**src/rtl/rwl_pkg.sv**
```systemverilog
// Shared types and codes for the reader-writer lock unit.
// Holds request function codes, status and wake codes, and default widths.
// No dependencies.
package rwl_pkg;

  localparam int REQUESTER_W = 16;
  localparam int FUNC_W = 3;
  localparam int STATUS_W = 2;
  localparam int WAKE_W = 2;

  localparam int DEF_READER_COUNT_BITS = 29;
  localparam int DEF_WAITER_COUNT_BITS = 16;
  localparam int DEF_OWNER_ID_BITS = 16;

  typedef enum logic [FUNC_W-1:0] {
    FN_TRY_READ = 3'd0,
    FN_TRY_WRITE = 3'd1,
    FN_UNLOCK = 3'd2,
    FN_READ_WAIT_BEGIN = 3'd3,
    FN_READ_WAIT_END = 3'd4,
    FN_WRITE_WAIT_BEGIN = 3'd5,
    FN_WRITE_WAIT_END = 3'd6
  } func_t;

  localparam logic [STATUS_W-1:0] ST_OK = 2'd0;
  localparam logic [STATUS_W-1:0] ST_BUSY = 2'd1;
  localparam logic [STATUS_W-1:0] ST_LIMIT = 2'd2;
  localparam logic [STATUS_W-1:0] ST_DENIED = 2'd3;

  localparam logic [WAKE_W-1:0] WAKE_NONE = 2'd0;
  localparam logic [WAKE_W-1:0] WAKE_WRITER = 2'd1;
  localparam logic [WAKE_W-1:0] WAKE_READERS = 2'd2;

  typedef struct packed {
    logic valid;
    func_t func;
    logic [REQUESTER_W-1:0] requester;
  } req_t;

endpackage

```
**src/rtl/rwl_in_stage.sv**
```systemverilog
// Input register of the reader-writer lock unit.
// Captures one request beat per cycle into a request struct. Uses rwl_pkg.
module rwl_in_stage
  import rwl_pkg::*;
(
  input  logic clk,
  input  logic rst_n,
  input  logic accept,
  input  logic [FUNC_W-1:0] func,
  input  logic [REQUESTER_W-1:0] requester,
  output req_t req
);

  logic valid_r;
  logic [FUNC_W-1:0] func_r;
  logic [REQUESTER_W-1:0] requester_r;

  always_ff @(posedge clk) begin
    if (!rst_n) begin
      valid_r <= 1'b0;
    end else begin
      valid_r <= accept;
    end
  end

  always_ff @(posedge clk) begin
    if (accept) begin
      func_r <= func;
      requester_r <= requester;
    end
  end

  always_comb begin
    req.valid = valid_r;
    req.func = func_t'(func_r);
    req.requester = requester_r;
  end

endmodule

```
**src/rtl/rwl_core.sv**
```systemverilog
// Lock state, request evaluation and result register of the lock unit.
// Takes one registered request per cycle and updates state in one pass. Uses rwl_pkg.
module rwl_core
  import rwl_pkg::*;
#(
  parameter int READER_COUNT_BITS = DEF_READER_COUNT_BITS,
  parameter int WAITER_COUNT_BITS = DEF_WAITER_COUNT_BITS,
  parameter int OWNER_ID_BITS = DEF_OWNER_ID_BITS
) (
  input  logic clk,
  input  logic rst_n,
  input  logic cfg_we,
  input  logic cfg_data,
  input  req_t req,
  output logic out_valid,
  output logic [STATUS_W-1:0] out_status,
  output logic [WAKE_W-1:0] out_wake,
  output logic [READER_COUNT_BITS-1:0] out_reader_count,
  output logic out_write_held
);

  localparam logic [READER_COUNT_BITS-1:0] READER_ONE = READER_COUNT_BITS'(1);
  localparam logic [WAITER_COUNT_BITS-1:0] WAITER_ONE = WAITER_COUNT_BITS'(1);

  logic prefer_readers_r;
  logic write_owned_r, write_owned_nxt;
  logic [READER_COUNT_BITS-1:0] readers_r, readers_nxt;
  logic rd_wait_flag_r, rd_wait_flag_nxt;
  logic wr_wait_flag_r, wr_wait_flag_nxt;
  logic [WAITER_COUNT_BITS-1:0] rd_waiters_r, rd_waiters_nxt;
  logic [WAITER_COUNT_BITS-1:0] wr_waiters_r, wr_waiters_nxt;
  logic [OWNER_ID_BITS-1:0] owner_r, owner_nxt;

  logic out_valid_r;
  logic [STATUS_W-1:0] status_r, status_nxt;
  logic [WAKE_W-1:0] wake_r, wake_nxt;
  logic [READER_COUNT_BITS-1:0] count_r;
  logic held_r;

  logic read_blocked, write_blocked;
  logic [WAKE_W-1:0] wake_pick;
  logic [OWNER_ID_BITS-1:0] who;

  assign who = OWNER_ID_BITS'(req.requester);
  assign read_blocked = write_owned_r || (!prefer_readers_r && wr_wait_flag_r);
  assign write_blocked = write_owned_r || (readers_r != '0);

  always_comb begin
    wake_pick = WAKE_NONE;
    if (prefer_readers_r) begin
      if (rd_wait_flag_r) begin
        wake_pick = WAKE_READERS;
      end else if (wr_wait_flag_r) begin
        wake_pick = WAKE_WRITER;
      end
    end else begin
      if (wr_wait_flag_r) begin
        wake_pick = WAKE_WRITER;
      end else if (rd_wait_flag_r) begin
        wake_pick = WAKE_READERS;
      end
    end
  end

  always_comb begin
    write_owned_nxt = write_owned_r;
    readers_nxt = readers_r;
    rd_wait_flag_nxt = rd_wait_flag_r;
    wr_wait_flag_nxt = wr_wait_flag_r;
    rd_waiters_nxt = rd_waiters_r;
    wr_waiters_nxt = wr_waiters_r;
    owner_nxt = owner_r;
    status_nxt = ST_DENIED;
    wake_nxt = WAKE_NONE;
    case (req.func)
      FN_TRY_READ: begin
        if (read_blocked) begin
          status_nxt = ST_BUSY;
        end else if (readers_r == '1) begin
          status_nxt = ST_LIMIT;
        end else begin
          readers_nxt = readers_r + READER_ONE;
          status_nxt = ST_OK;
        end
      end
      FN_TRY_WRITE: begin
        if (write_blocked) begin
          status_nxt = ST_BUSY;
        end else begin
          write_owned_nxt = 1'b1;
          owner_nxt = who;
          status_nxt = ST_OK;
        end
      end
      FN_UNLOCK: begin
        if (write_owned_r) begin
          if (owner_r == who) begin
            write_owned_nxt = 1'b0;
            owner_nxt = '0;
            status_nxt = ST_OK;
            wake_nxt = wake_pick;
          end
        end else if (readers_r != '0) begin
          readers_nxt = readers_r - READER_ONE;
          status_nxt = ST_OK;
          if (readers_r == READER_ONE) begin
            wake_nxt = wake_pick;
          end
        end
      end
      FN_READ_WAIT_BEGIN: begin
        if (!read_blocked) begin
          status_nxt = ST_OK;
        end else begin
          rd_wait_flag_nxt = 1'b1;
          if (rd_waiters_r != '1) begin
            rd_waiters_nxt = rd_waiters_r + WAITER_ONE;
          end
          status_nxt = ST_BUSY;
        end
      end
      FN_READ_WAIT_END: begin
        if (rd_waiters_r != '0) begin
          rd_waiters_nxt = rd_waiters_r - WAITER_ONE;
          if (rd_waiters_r == WAITER_ONE) begin
            rd_wait_flag_nxt = 1'b0;
          end
          status_nxt = ST_OK;
        end
      end
      FN_WRITE_WAIT_BEGIN: begin
        if (!write_blocked) begin
          status_nxt = ST_OK;
        end else begin
          wr_wait_flag_nxt = 1'b1;
          if (wr_waiters_r != '1) begin
            wr_waiters_nxt = wr_waiters_r + WAITER_ONE;
          end
          status_nxt = ST_BUSY;
        end
      end
      FN_WRITE_WAIT_END: begin
        if (wr_waiters_r != '0) begin
          wr_waiters_nxt = wr_waiters_r - WAITER_ONE;
          if (wr_waiters_r == WAITER_ONE) begin
            wr_wait_flag_nxt = 1'b0;
          end
          status_nxt = ST_OK;
        end
      end
      default: begin
        status_nxt = ST_DENIED;
      end
    endcase
  end

  always_ff @(posedge clk) begin
    if (!rst_n) begin
      prefer_readers_r <= 1'b0;
      write_owned_r <= 1'b0;
      readers_r <= '0;
      rd_wait_flag_r <= 1'b0;
      wr_wait_flag_r <= 1'b0;
      rd_waiters_r <= '0;
      wr_waiters_r <= '0;
      owner_r <= '0;
      out_valid_r <= 1'b0;
    end else begin
      if (cfg_we) begin
        prefer_readers_r <= cfg_data;
      end
      out_valid_r <= req.valid;
      if (req.valid) begin
        write_owned_r <= write_owned_nxt;
        readers_r <= readers_nxt;
        rd_wait_flag_r <= rd_wait_flag_nxt;
        wr_wait_flag_r <= wr_wait_flag_nxt;
        rd_waiters_r <= rd_waiters_nxt;
        wr_waiters_r <= wr_waiters_nxt;
        owner_r <= owner_nxt;
      end
    end
  end

  always_ff @(posedge clk) begin
    if (req.valid) begin
      status_r <= status_nxt;
      wake_r <= wake_nxt;
      count_r <= readers_nxt;
      held_r <= write_owned_nxt;
    end
  end

  assign out_valid = out_valid_r;
  assign out_status = status_r;
  assign out_wake = wake_r;
  assign out_reader_count = count_r;
  assign out_write_held = held_r;

endmodule

```
**src/rtl/reader_writer_lock_unit.sv**
```systemverilog
// Top level of the reader-writer lock unit.
// Instantiates rwl_in_stage and rwl_core. Uses rwl_pkg.
//
//   channel  direction  handshake               beat
//   in_      input      start high, busy low    in_func, in_requester
//   out_     output     out_valid strobe        out_status, out_wake,
//                                               out_reader_count, out_write_held
//   cfg_     input      cfg_valid and cfg_ready cfg_data (prefer_readers)
//
// One request is accepted every cycle; busy is never raised.
// A result appears after the input register and the result register around the
// single pass of lock evaluation, and is shown for exactly one cycle.
// Reset is synchronous and clears all lock state.
// The receiver cannot stall results, and configuration is always ready.
module reader_writer_lock_unit
  import rwl_pkg::*;
#(
  parameter int READER_COUNT_BITS = DEF_READER_COUNT_BITS,
  parameter int WAITER_COUNT_BITS = DEF_WAITER_COUNT_BITS,
  parameter int OWNER_ID_BITS = DEF_OWNER_ID_BITS
) (
  input  logic clk,
  input  logic rst_n,
  input  logic start,
  output logic busy,
  input  logic [FUNC_W-1:0] in_func,
  input  logic [REQUESTER_W-1:0] in_requester,
  output logic out_valid,
  output logic [STATUS_W-1:0] out_status,
  output logic [WAKE_W-1:0] out_wake,
  output logic [READER_COUNT_BITS-1:0] out_reader_count,
  output logic out_write_held,
  input  logic cfg_valid,
  output logic cfg_ready,
  input  logic cfg_data
);

  req_t req;
  logic accept;

  assign busy = 1'b0;
  assign cfg_ready = 1'b1;
  assign accept = start && !busy;

  rwl_in_stage u_in_stage (
    .clk(clk),
    .rst_n(rst_n),
    .accept(accept),
    .func(in_func),
    .requester(in_requester),
    .req(req)
  );

  rwl_core #(
    .READER_COUNT_BITS(READER_COUNT_BITS),
    .WAITER_COUNT_BITS(WAITER_COUNT_BITS),
    .OWNER_ID_BITS(OWNER_ID_BITS)
  ) u_core (
    .clk(clk),
    .rst_n(rst_n),
    .cfg_we(cfg_valid && cfg_ready),
    .cfg_data(cfg_data),
    .req(req),
    .out_valid(out_valid),
    .out_status(out_status),
    .out_wake(out_wake),
    .out_reader_count(out_reader_count),
    .out_write_held(out_write_held)
  );

endmodule

```
**config.mk**
```make
export PLATFORM = sky130hd
export DESIGN_NAME = reader_writer_lock_unit
export DESIGN_NICKNAME = d
export VERILOG_FILES = /design/src/rtl/rwl_pkg.sv /design/src/rtl/rwl_in_stage.sv /design/src/rtl/rwl_core.sv /design/src/rtl/reader_writer_lock_unit.sv
export SDC_FILE = /design/constraint.sdc
export NUM_CORES = 1
export LEC_CHECK = 0
export BUFFER_PORTS_ARGS = -buffer_cell sky130_fd_sc_hd__buf_4
export CAP_MARGIN = 25
export CORE_UTILIZATION = 36
export DETAILED_ROUTE_END_ITERATION = 10
export PLACE_DENSITY = 0.63
export REMOVE_ABC_BUFFERS = 1
export SYNTH_ARGS = -nofsm -noshare
export SYNTH_HDL_FRONTEND = slang
export SYNTH_SLANG_ARGS = --single-unit
```
**constraint.sdc**
```tcl
create_clock -name clk -period 2.8 [get_ports clk]
set_input_delay 0.56 -clock clk [delete_from_list [all_inputs] [get_ports clk]]
set_output_delay 0.56 -clock clk [all_outputs]
set_load 0.1 [all_outputs]
```
# After elaboration in Yosys (flattened, before gate mapping)
# Cells that the tools add are included.
# Widths: inputs -> output; s select.
totals:
  wordCells: 111
  output_inout_bits: 37
  register_bits: 136
classes:
  n_reduce_logical: 17
  n_mux: 48
  n_eq_ne: 24
  add_sub_neg: 6
ops:
  columns: ["cell", "n"]
  rows:
  - ["$mux 16", 9]
  - ["$mux 29", 4]
  - ["$pmux 16 s2", 3]
  - ["$pmux 29 s2", 1]
  - ["$add 16x1->16 const B", 2]
  - ["$eq 16x1->1 const B", 2]
  - ["$ne 16x16->1 const B", 2]
  - ["$reduce_bool 16->1", 2]
  - ["$sub 16x1->16 const B", 2]
  - ["$mux 2", 15]
  - ["$add 29x1->29 const B", 1]
  - ["$eq 29x1->1 const B", 1]
  - ["$eq 29x29->1 const B", 1]
  - ["$reduce_bool 29->1", 1]
  - ["$sub 29x1->29 const B", 1]
  - ["$reduce_and 5->1", 5]
  - ["$ne 2x1->1 const B", 10]
  - ["$eq 16x16->1", 1]
  - ["$mux 1", 12]
  - ["$pmux 2 s6", 1]
  - ["$eq 3x3->1 const B", 3]
  - ["$eq 3x2->1 const B", 2]
  - ["$pmux 1 s2", 3]
  - ["$reduce_bool 2->1", 3]
  - ["other kinds (7)", 8]

# Depth between registers and ports, before layout
# Gate-level depths: netlist of run 1.
logic_depth:
  ltp_word: 6
  mapped_depth: 10
  depth_no_buf: 8

# Cells and area by module
# A second synthesis of run 1 with hierarchy kept.
unflattened:
  cells_unflattened: 861
  hier_area_um2: 7781.2
by_module_without_submodules:
  columns: ["module", "seq_area_each_um2", "cells_per_inst", "instances", "area_per_inst_um2"]
  rows:
  - ["rwl_core", 2662.6, 835, 1, 7154.4]
  - ["rwl_in_stage", 590.6, 22, 1, 604.3]
  - ["reader_writer_lock_unit", 0.0, 4, 1, 22.5]

# Worst setup path before layout of run 1
# No wires, ideal clock.
synth_timing:
  path_type: "flip-flop to flip-flop"
  from: "register u_in_stage.valid_r"
  to: "register u_core.rd_waiters_r[9]"
  setup_time_ns: 0.070
  path_slack_ns: 0.114
  n_path_buf: 1
  arrival_ns: 2.616
  stages_incl_launch_ff: 6
  required_ns: 2.730
  synth_period_minus_slack_ns: 2.686
  cell_sequence: "dfxtp_1 -> o21ai_1 -> or3_1 -> buf_2 -> or4_1 -> a21oi_1"
synth_between:
  elab_chain_len: 1
synth_rtl:
  columns: ["element", "line", "source"]
  rows:
  - ["start: declaration", "rwl_in_stage.sv:14", "logic valid_r;"]
  - ["start signal: assignment", "rwl_in_stage.sv:22", "valid_r <= accept;"]
  - ["$reduce_and 5->1 (no source line)", null, null]
  - ["end signal: assignment", "rwl_core.sv:178", "rd_waiters_r <= rd_waiters_nxt;"]
  - ["end: declaration", "rwl_core.sv:30", "logic [WAITER_COUNT_BITS-1:0] rd_waiters_r, rd_waiters_nxt;"]
# Every way passes these cells.
# A chain may end at the register's enable or synchronous reset.

# Worst setup path after layout of run 1
layout_timing:
  from: "register u_core.readers_r[9]"
  to: "register u_core.count_r[22], in the netlist u_core.out_reader_count[22], data pin"
layout_between:
  elab_chain_len: 4
  word_cells_on_any_way: 9
layout_rtl:
  columns: ["element", "line", "source"]
  rows:
  - ["start: declaration", "rwl_core.sv:27", "logic [READER_COUNT_BITS-1:0] readers_r, readers_nxt;"]
  - ["start signal: assignment", "rwl_core.sv:175", "readers_r <= readers_nxt;"]
  - ["$sub 29x1->29, or another cell as far along", "rwl_core.sv:104", "readers_nxt = readers_r - READER_ONE;"]
  - ["$mux 29 (on tied branches)", "rwl_core.sv:103, rwl_core.sv:79", null]
  - ["$mux 29 (on tied branches)", "rwl_core.sv:96, rwl_core.sv:77", null]
  - ["$pmux 29 s2 (*)", "rwl_core.sv:75", "case (req.func)"]
  - ["net u_core.readers_nxt[22]", "rwl_core.sv:27", null]
  - ["end signal: assignment", "rwl_core.sv:189", "count_r <= readers_nxt;"]
  - ["end: declaration", "rwl_core.sv:37", "logic [READER_COUNT_BITS-1:0] count_r;"]
# Mark *: on every way through the listed nets, which the timed path passes. The rest lies on a longest branch.

==> summary.md, run 1 <==
| Metric | Value |
|---|---|
| Dominant cell type by area after synthesis | dfxtp_1 |
| ANT cells | 0 |
| Post-synthesis mux area share | 0.0492 |
| Design Power | 5.65 mW |
| Tcrit/Tclk final | 0.948 |
| Top routing layer in use | met4 |
| Vias in the first global route | roughly 6300 |
| Fin Setup TNS | 0 ps |
| Width of the die | 150 microns |
| CP max FO | 9 |
| Yosys warnings | 0 |
| Met1 WL | between 9 and 10 mm |
| Via density | ~5.6 |
| Initial Util | 0.373 |
| Core ar. | 21300 sq um |
| Area share of the largest cell type after synthesis | 0.209 |
| Clk buf depth | 2 |
| Top post-synthesis cells by count | nand2_1 (88), dfxtp_1 (83), nor2_1 (56) |
| Max stage delay on crit path | 450 ps |
| Hold Crit Class | in -> reg |
| Layout area overhead | 18.9% |
| Crit-path slowest cell | nor4_1 |
| Clock skew | 8.80 ps |
| Gpl congestion | 0.905 |
| FILL cells | between 2000 and 2500 |
| Element type at the critical path start | flop |
| DP HPWL | 14.0 mm |
| Wire length per cell | roughly 16 microns |
| Setup Viol. Count Final | 0 |
| Antenna violations before repair | 0 |
| Post-synthesis average cell area | 8.88 sq um |
| Final wirelength | 19.7 mm |
| RSZ-0062 raised after global routing | false |
| First-pass GRT wire length | 31.9 mm |
| Cell Area, Synth | 7940 sq um |
| Pwr dens | 599 nW/um^2 |
| Vias | 6947 |
| XOR/XNOR Fraction of Synth Area | 0.0607 |
| Async SR Flop Fraction | 0 |
| Met2 WL | 8.77 mm |
| Top cell by count, worst path | nor4_1 |
| Ys flop type | dfxtp_1 |
| Class of the most critical setup path | reg -> reg |
| H-tree depth | 4 |
| Fmax achieved | 377 MHz |
| DR DRC count | 0 |
| Grt ovf | 0 |
| #FFs+latches synth | 136 |
| CTS tree | done |
| WP data arrival | 2820 ps |
| Final net count | 987 |
| Min Tclk post-route | 2650 ps |
| Largest family of logic cells by synthesized area | simple AND/OR/NAND/NOR gates |
| Met3 wire length | 1.24 mm |
| Post-synth EDFFs | 53 |
| TritonCTS Buffers | 17 |
| Area of the multi-input gates | 4290 sq um |
| Compound-Gate Fraction of Synth Area | 0.126 |
| Synth Area in Simple Gates | 0.289 |
| Remaining antenna violation count | 0 |
| Final Max Tran Viols | 0 |
| I/O pins | 61 |
| Full die area | 22600 sq um |
| Req. time, crit path | 2970 ps |
| Distinct cell type count of the synthesized netlist | 73 |
| Die height | 150 microns |
| First DRT Iteration DRCs | 586 |
| FP Rows | 53 |
| Synth area leaders | dfxtp_1 (21%), edfxtp_1 (20%), mux2i_1 (4.9%), nand2_1 (4.2%), nand3_1 (3.1%) |
| Most frequent cell after synthesis | nand2_1 |
| Adder-Cell Fraction of Synth Area | 0.0142 |
| # hold bufs at CTS | 0 |
| Register area | 3250 sq um |
| Worst-Margin Slew | between 600 and 700 ps |
| DRT Pass-1 Iters | 9 |
| Gate Count Post-Synth | 894 |
| Status | completed |
| Worst slew margin | 0.575 |
| Lkg Pwr | ~3.6 nW |
| Final core occ | 0.443 |
| CP Capture Type | flop |
| Worst-path cell chain | nor4_1 > buf_4 > nand3_1 > or3_1 > nor4_1 > nor2_1 > xnor2_1 |
| Total track usage | 0.179 |
| Hold Vio Cnt, Final | 0 |
| Maximum vdd drop | about 0.4 mV |
| Largest net degree at the start of global routing | 66 |
| Clock Latency Late Sink | 430 ps |
| Layout cells sized above 1 | 0.165 |
| Clock sink total | ~140 |
| CTS root buf | clkbuf_16 |
| CTS clk-pin slew, worst paths | roughly 60 ps |
| Number of port buffers | 58 |
| Total of max-cap violations | 0 |
| Post-synthesis sequential area ratio | 0.410 |
[routing by layer]
metal | track usage | vias up
met3 | 0.0373 | 47
li1 | - | 3426
met5 | 0 | -
met2 | 0.274 | 260
met1 | 0.247 | 3214
met4 | 0.0697 | 0
[timing repair]
action | CTS | global route
resized for setup | 0 | 2
endpoints found under the hold margin | 0 | 0
endpoints found under the setup margin | 0 | 28
buffers inserted | 0 | 1
[cell families (layout without fill, tap and decap cells)]
logic type      count (synthesis)  in the layout
buf+inv                        86            159
xor+xnor                       55             55
fa+ha+maj                       9              9
flops                         136            136
other cells                     2              2
simple gates                  415            415
compound gates                152            152
mux                            39             39
[critical path, delay by kind of cell (launching register included)]
kind / cells / cell delay (ps)
simple gates: 5 / 1650
flops: 1 / 390
buf+inv: 1 / 200
xor+xnor: 1 / 150
[cell type report]
class / count / share of cell area
clock inverter: 15 / 0.0239
clock buffer: 17 / 0.0451
multi-input combinational: 672 / 0.454
sequential: 136 / 0.345
timing repair buffer: 109 / 0.0881
inverter: 18 / 0.00716
tap: 275 / 0.0365
[state kept, by name, indices dropped and copies added (netlist names)]
signal                   flops
u_core.out_reader_count     29
u_core.readers_r            29
u_core.owner_r              16
u_core.rd_waiters_r         16
u_core.wr_waiters_r         16
u_in_stage.requester_r      16
u_in_stage.func_r            3
u_core.out_status            2
u_core.out_wake              2
u_core.out_valid             1
u_core.out_write_held        1
u_core.prefer_readers_r      1
u_core.rd_wait_flag_r        1
u_core.wr_wait_flag_r        1
u_core.write_owned_r         1
u_in_stage.valid_r           1
[path summary, 6_finish.rpt]
path                  startpoint                           to  slack (ps)  cells after the start
max reg2reg  u_core.readers_r[9]  u_core.out_reader_count[22]         150                      7
max          u_core.readers_r[9]  u_core.out_reader_count[22]         150                      7
min              in_requester[1]    u_in_stage.requester_r[1]         300                      1
min reg2reg    u_core.owner_r[9]            u_core.owner_r[9]         470                      2
[metrics by stage]
step                hold slack, ps  setup WS, ps  cells  area, sq um
floorplan                      445          -490    826         7600
global route                   289          24.9   1242         9430
global placement               455           170   1209         8760
detailed placement             465           170   1209         8760
finish                         305           147   1242         9430
CTS                            289           172   1241         9410
[placed cells by master (no fill, tap or decap), types with 5 or more instances in the layout]
cell and instances:
a2111oi_0 5, a211oi_1 5, a21oi_1 48, a22oi_1 8, a31oi_1 12, a32oi_1 5, and2_1 9, and3_1 19
and4_1 11, buf_4 108, bufinv_16 5, clkbuf_16 17, dfxtp_1 82, edfxtp_1 53, ha_1 9, inv_1 17
mux2i_1 39, nand2_1 88, nand2b_1 23, nand3_1 49, nand3b_1 8, nand4_1 26, nor2_1 56, nor3_1 32
nor3b_1 5, nor4_1 23, o21ai_0 22, o31ai_1 7, or2_2 5, or3_1 25, or4_1 15, xnor2_1 27
xor2_1 28
[where the power goes]
part / internal [mW] / total (mW) / switching (mW) / leakage [nW]
Sequential: 2.15 / 2.21 / 0.0637 / 1.19
Combinational: 0.309 / 0.953 / 0.643 / 2.11
Clock: 1.59 / 2.49 / 0.903 / 0.314
Power figures use the tool's default switching activity.
==> run 2, diff against run 1 <==
--- a/config.mk
+++ b/config.mk
@@ -8,8 +8,9 @@
 export BUFFER_PORTS_ARGS = -buffer_cell sky130_fd_sc_hd__buf_4
 export CAP_MARGIN = 25
 export CORE_UTILIZATION = 36
+export CTS_CLUSTER_DIAMETER = 30
 export DETAILED_ROUTE_END_ITERATION = 10
-export PLACE_DENSITY = 0.63
+export PLACE_DENSITY_LB_ADDON = 0.12
 export REMOVE_ABC_BUFFERS = 1
 export SYNTH_ARGS = -nofsm -noshare
 export SYNTH_HDL_FRONTEND = slang
==> run 2 against run 1 <==
Combinational power is 1% higher. Largest cell class unchanged. Worst hold slack better by 6.0 ps. Wire length is 6.9% higher. Critical path type unchanged. Largest power group unchanged.
==> summary.md, run 2 (synthesis gave the netlist of run 1 again) <==
| Metric | Value |
|---|---|
| Hold EP | u_in_stage.requester_r[7] |
| Hold Startpoint | in_requester[7] |
| P_int | 3.77 mW (-6.6%) |
| Fmax achieved | 380 MHz (+0.89%) |
| CTS root buf | clkbuf_16 |
| CP max FO | 9 (unchanged) |
| Vias | 6863 (-1.2%) |
| I/O pins | 61 (unchanged) |
| FILL cells | 2110 (+3.3%) |
| Worst-Margin Slew | 559 ps (-78.0 ps) |
| Grt ovf | 0 (unchanged) |
| Largest net degree at the start of global routing | 49 (-26%) |
| Req. time, crit path | 3090 ps (+120 ps) |
| First-pass GRT wire length | 34.2 mm (+7.2%) |
| Antenna violations before repair | 0 (unchanged) |
| Clock skew | 10.7 ps (+1.92 ps) |
| Hold Vio Cnt, Final | 0 (unchanged) |
| Worst R2R Start | u_core.readers_r[16] |
| Tcrit/Tclk final | 0.939 (-0.00839) |
| Total track usage | 0.195 (+0.0154) |
| Layout area overhead | 18.7% |
| Remaining antenna violation count | 0 (unchanged) |
| Clock Latency Late Sink | 420 ps (about the same) |
| Status | completed |
| CTS tree | done |
| Total of max-cap violations | 0 (unchanged) |
| Flop2flop setup slack | 170 ps (+20 ps) |
| Via density | 5.49 (-1.9%) |
| Most frequent cells in the layout | buf_4 (118), nand2_1 (88), dfxtp_1 (82), nor2_1 (56), edfxtp_1 (53) |
| Post-CTS Setup Inserts | 0 (unchanged) |
| Width of the die | 150 microns (unchanged) |
| CP Capture Type | flop |
| CTS clk-pin slew, worst paths | 70 ps (about the same) |
| Core ar. | 21300 sq um (unchanged) |
| DP HPWL | 15.2 mm (+8.7%) |
| Full die area | 22600 sq um (unchanged) |
| FP Rows | 53 (unchanged) |
| Gpl congestion | 0.861 (-4.8%) |
| Number of port buffers | 58 (unchanged) |
| Reg2reg end | u_core.out_wake[0] |
| DRT Pass-1 Iters | 7 (-2) |
| First DRT Iteration DRCs | 518 (-12%) |
| WP data arrival | 2920 ps (+100 ps) |
| Commonest non-fill, non-tap cell in the layout | buf_4 |
| Clock sink total | 136 (unchanged) |
| Max stage delay on crit path | 600 ps (+150 ps) |
| DP Cell Count | 1219 (+0.83%) |
| Layout cells sized above 1 | 0.171 (+0.00565) |
| Worst-case reg-to-reg path depth | 6 (-1) |
| Setup Viol. Count Final | 0 (unchanged) |
| Die height | 150 microns (unchanged) |
| Fin Setup TNS | 0 ps (unchanged) |
| Register area | 3250 sq um (unchanged) |
| CTS resizes | 0 (unchanged) |
| TritonCTS Buffers | 17 (unchanged) |
| Largest delay share family, worst path | simple AND/OR/NAND/NOR gates |
| Pwr dens | 575 nW/um^2 (-4.0%) |
| ANT cells | 0 (unchanged) |
| Clk buf depth | 2 (unchanged) |
| Initial Util | 0.373 (unchanged) |
| Min Tclk post-route | 2630 ps (-23.5 ps) |
| Hold Crit Class | in -> reg |
| Worst slew margin | 0.618 (+0.0423) |
| Hold Crit Depth | 1 (unchanged) |
| Final Max Tran Viols | 0 (unchanged) |
| Psw | 1.64 mW (+1.8%) |
| RSZ-0062 raised after global routing | false |
| DR DRC count | 0 (unchanged) |
| Final wirelength | 21.0 mm (+6.9%) |
| WP buf/inv | 0 (-1) |
| H-tree depth | 4 (unchanged) |
| Maximum vdd drop | 0.376 mV (-3.8%) |
| Vias in the first global route | 6271 (-0.57%) |
| Lkg Pwr | 3.62 nW (+0.30%) |
| Area of the multi-input gates | 4290 sq um (about the same) |
| Seq pwr share | 0.408 (+0.017) |
| Final net count | 996 (+0.91%) |
| Sw Ratio | 0.303 (+0.0180) |
| Class of the most critical setup path | reg -> reg |
| Clock share of power | 0.414 (-0.026) |
| Wire length per cell | 16.8 microns (+6.2%) |
| Worst-path cell chain | or4_4 > nor3_4 > nand4_4 > or4b_1 > a21oi_1 > and3_1 |
| # hold bufs at CTS | 0 (unchanged) |
| Fin cells | 1251 (+0.72%) |
| Combinational share of power | 0.178 (+0.009) |
| Crit-path slowest cell | or4b_1 |
| Element type at the critical path start | flop |
run 2: cell types whose count changed in the layout (fill, tap and decap cells not counted), sizes merged:
cell	before	now
clkbuf	17	20
bufinv	5	2
inv	19	20
buf	109	118
clkinv	8	7
run 2: cell type report:
class	instances	share of cell area
multi-input combinational	672	0.455
sequential	136	0.346
timing repair buffer	118	0.0941
clock buffer	20	0.0464
tap	275	0.0365
clock inverter	12	0.0151
inverter	18	0.00718
run 2: worst max path at each step:
stage / startpoint / end / slack, ps / cells after the start
finish: u_core.readers_r[16] / u_core.out_wake[0] / 170 / 6
global route: u_core.readers_r[26] / u_core.wr_waiters_r[1] / 20 / 7
CTS: u_core.readers_r[16] / u_core.out_wake[0] / 170 / 6
detailed placement: u_core.readers_r[16] / u_core.out_wake[0] / 200 / 6
global placement: u_core.readers_r[26] / u_core.wr_waiters_r[1] / 230 / 7
floorplan: u_in_stage.valid_r / u_core.rd_waiters_r[9] / -490 / 4
run 2: power groups by stage:
| stage | combinational (mW) | sequential [mW] | clock, mW |
|---|---|---|---|
| floorplan | 0.408 | 2.46 | 0 |
| global placement | 0.960 | 2.25 | 0 |
| detailed placement | 0.960 | 2.25 | 0 |
| CTS | 0.962 | 2.21 | 2.30 |
| global route | 1.03 | 2.22 | 2.38 |
| finish | 0.963 | 2.21 | 2.24 |
run 2: per-stage QoR:
step | cell area, sq um | hold WS, ps | setup WS [ps] | util | power [mW]
CTS | 9420 | 290 | 170 | 0.442 | 5.46
floorplan | 7600 | 445 | -490 | - | 2.87
finish | 9420 | 311 | 170 | 0.442 | 5.41
detailed placement | 8840 | 463 | 202 | 0.415 | 3.21
global placement | 8840 | 456 | 235 | 0.415 | 3.21
global route | 9420 | 291 | 17.5 | 0.442 | 5.63
run 2: metal layers:
| metal | routed length [microns] | vias to the layer above | part of all wire | track usage |
|---|---|---|---|---|
| met4 | 291 | 0 | 0.014 | 0.0631 |
| met3 | 1010 | 20 | 0.048 | 0.0400 |
| met2 | 9400 | 173 | 0.45 | 0.295 |
| li1 | - | 3449 | - | - |
| met5 | 0 | - | 0 | 0 |
| met1 | 10300 | 3221 | 0.49 | 0.275 |
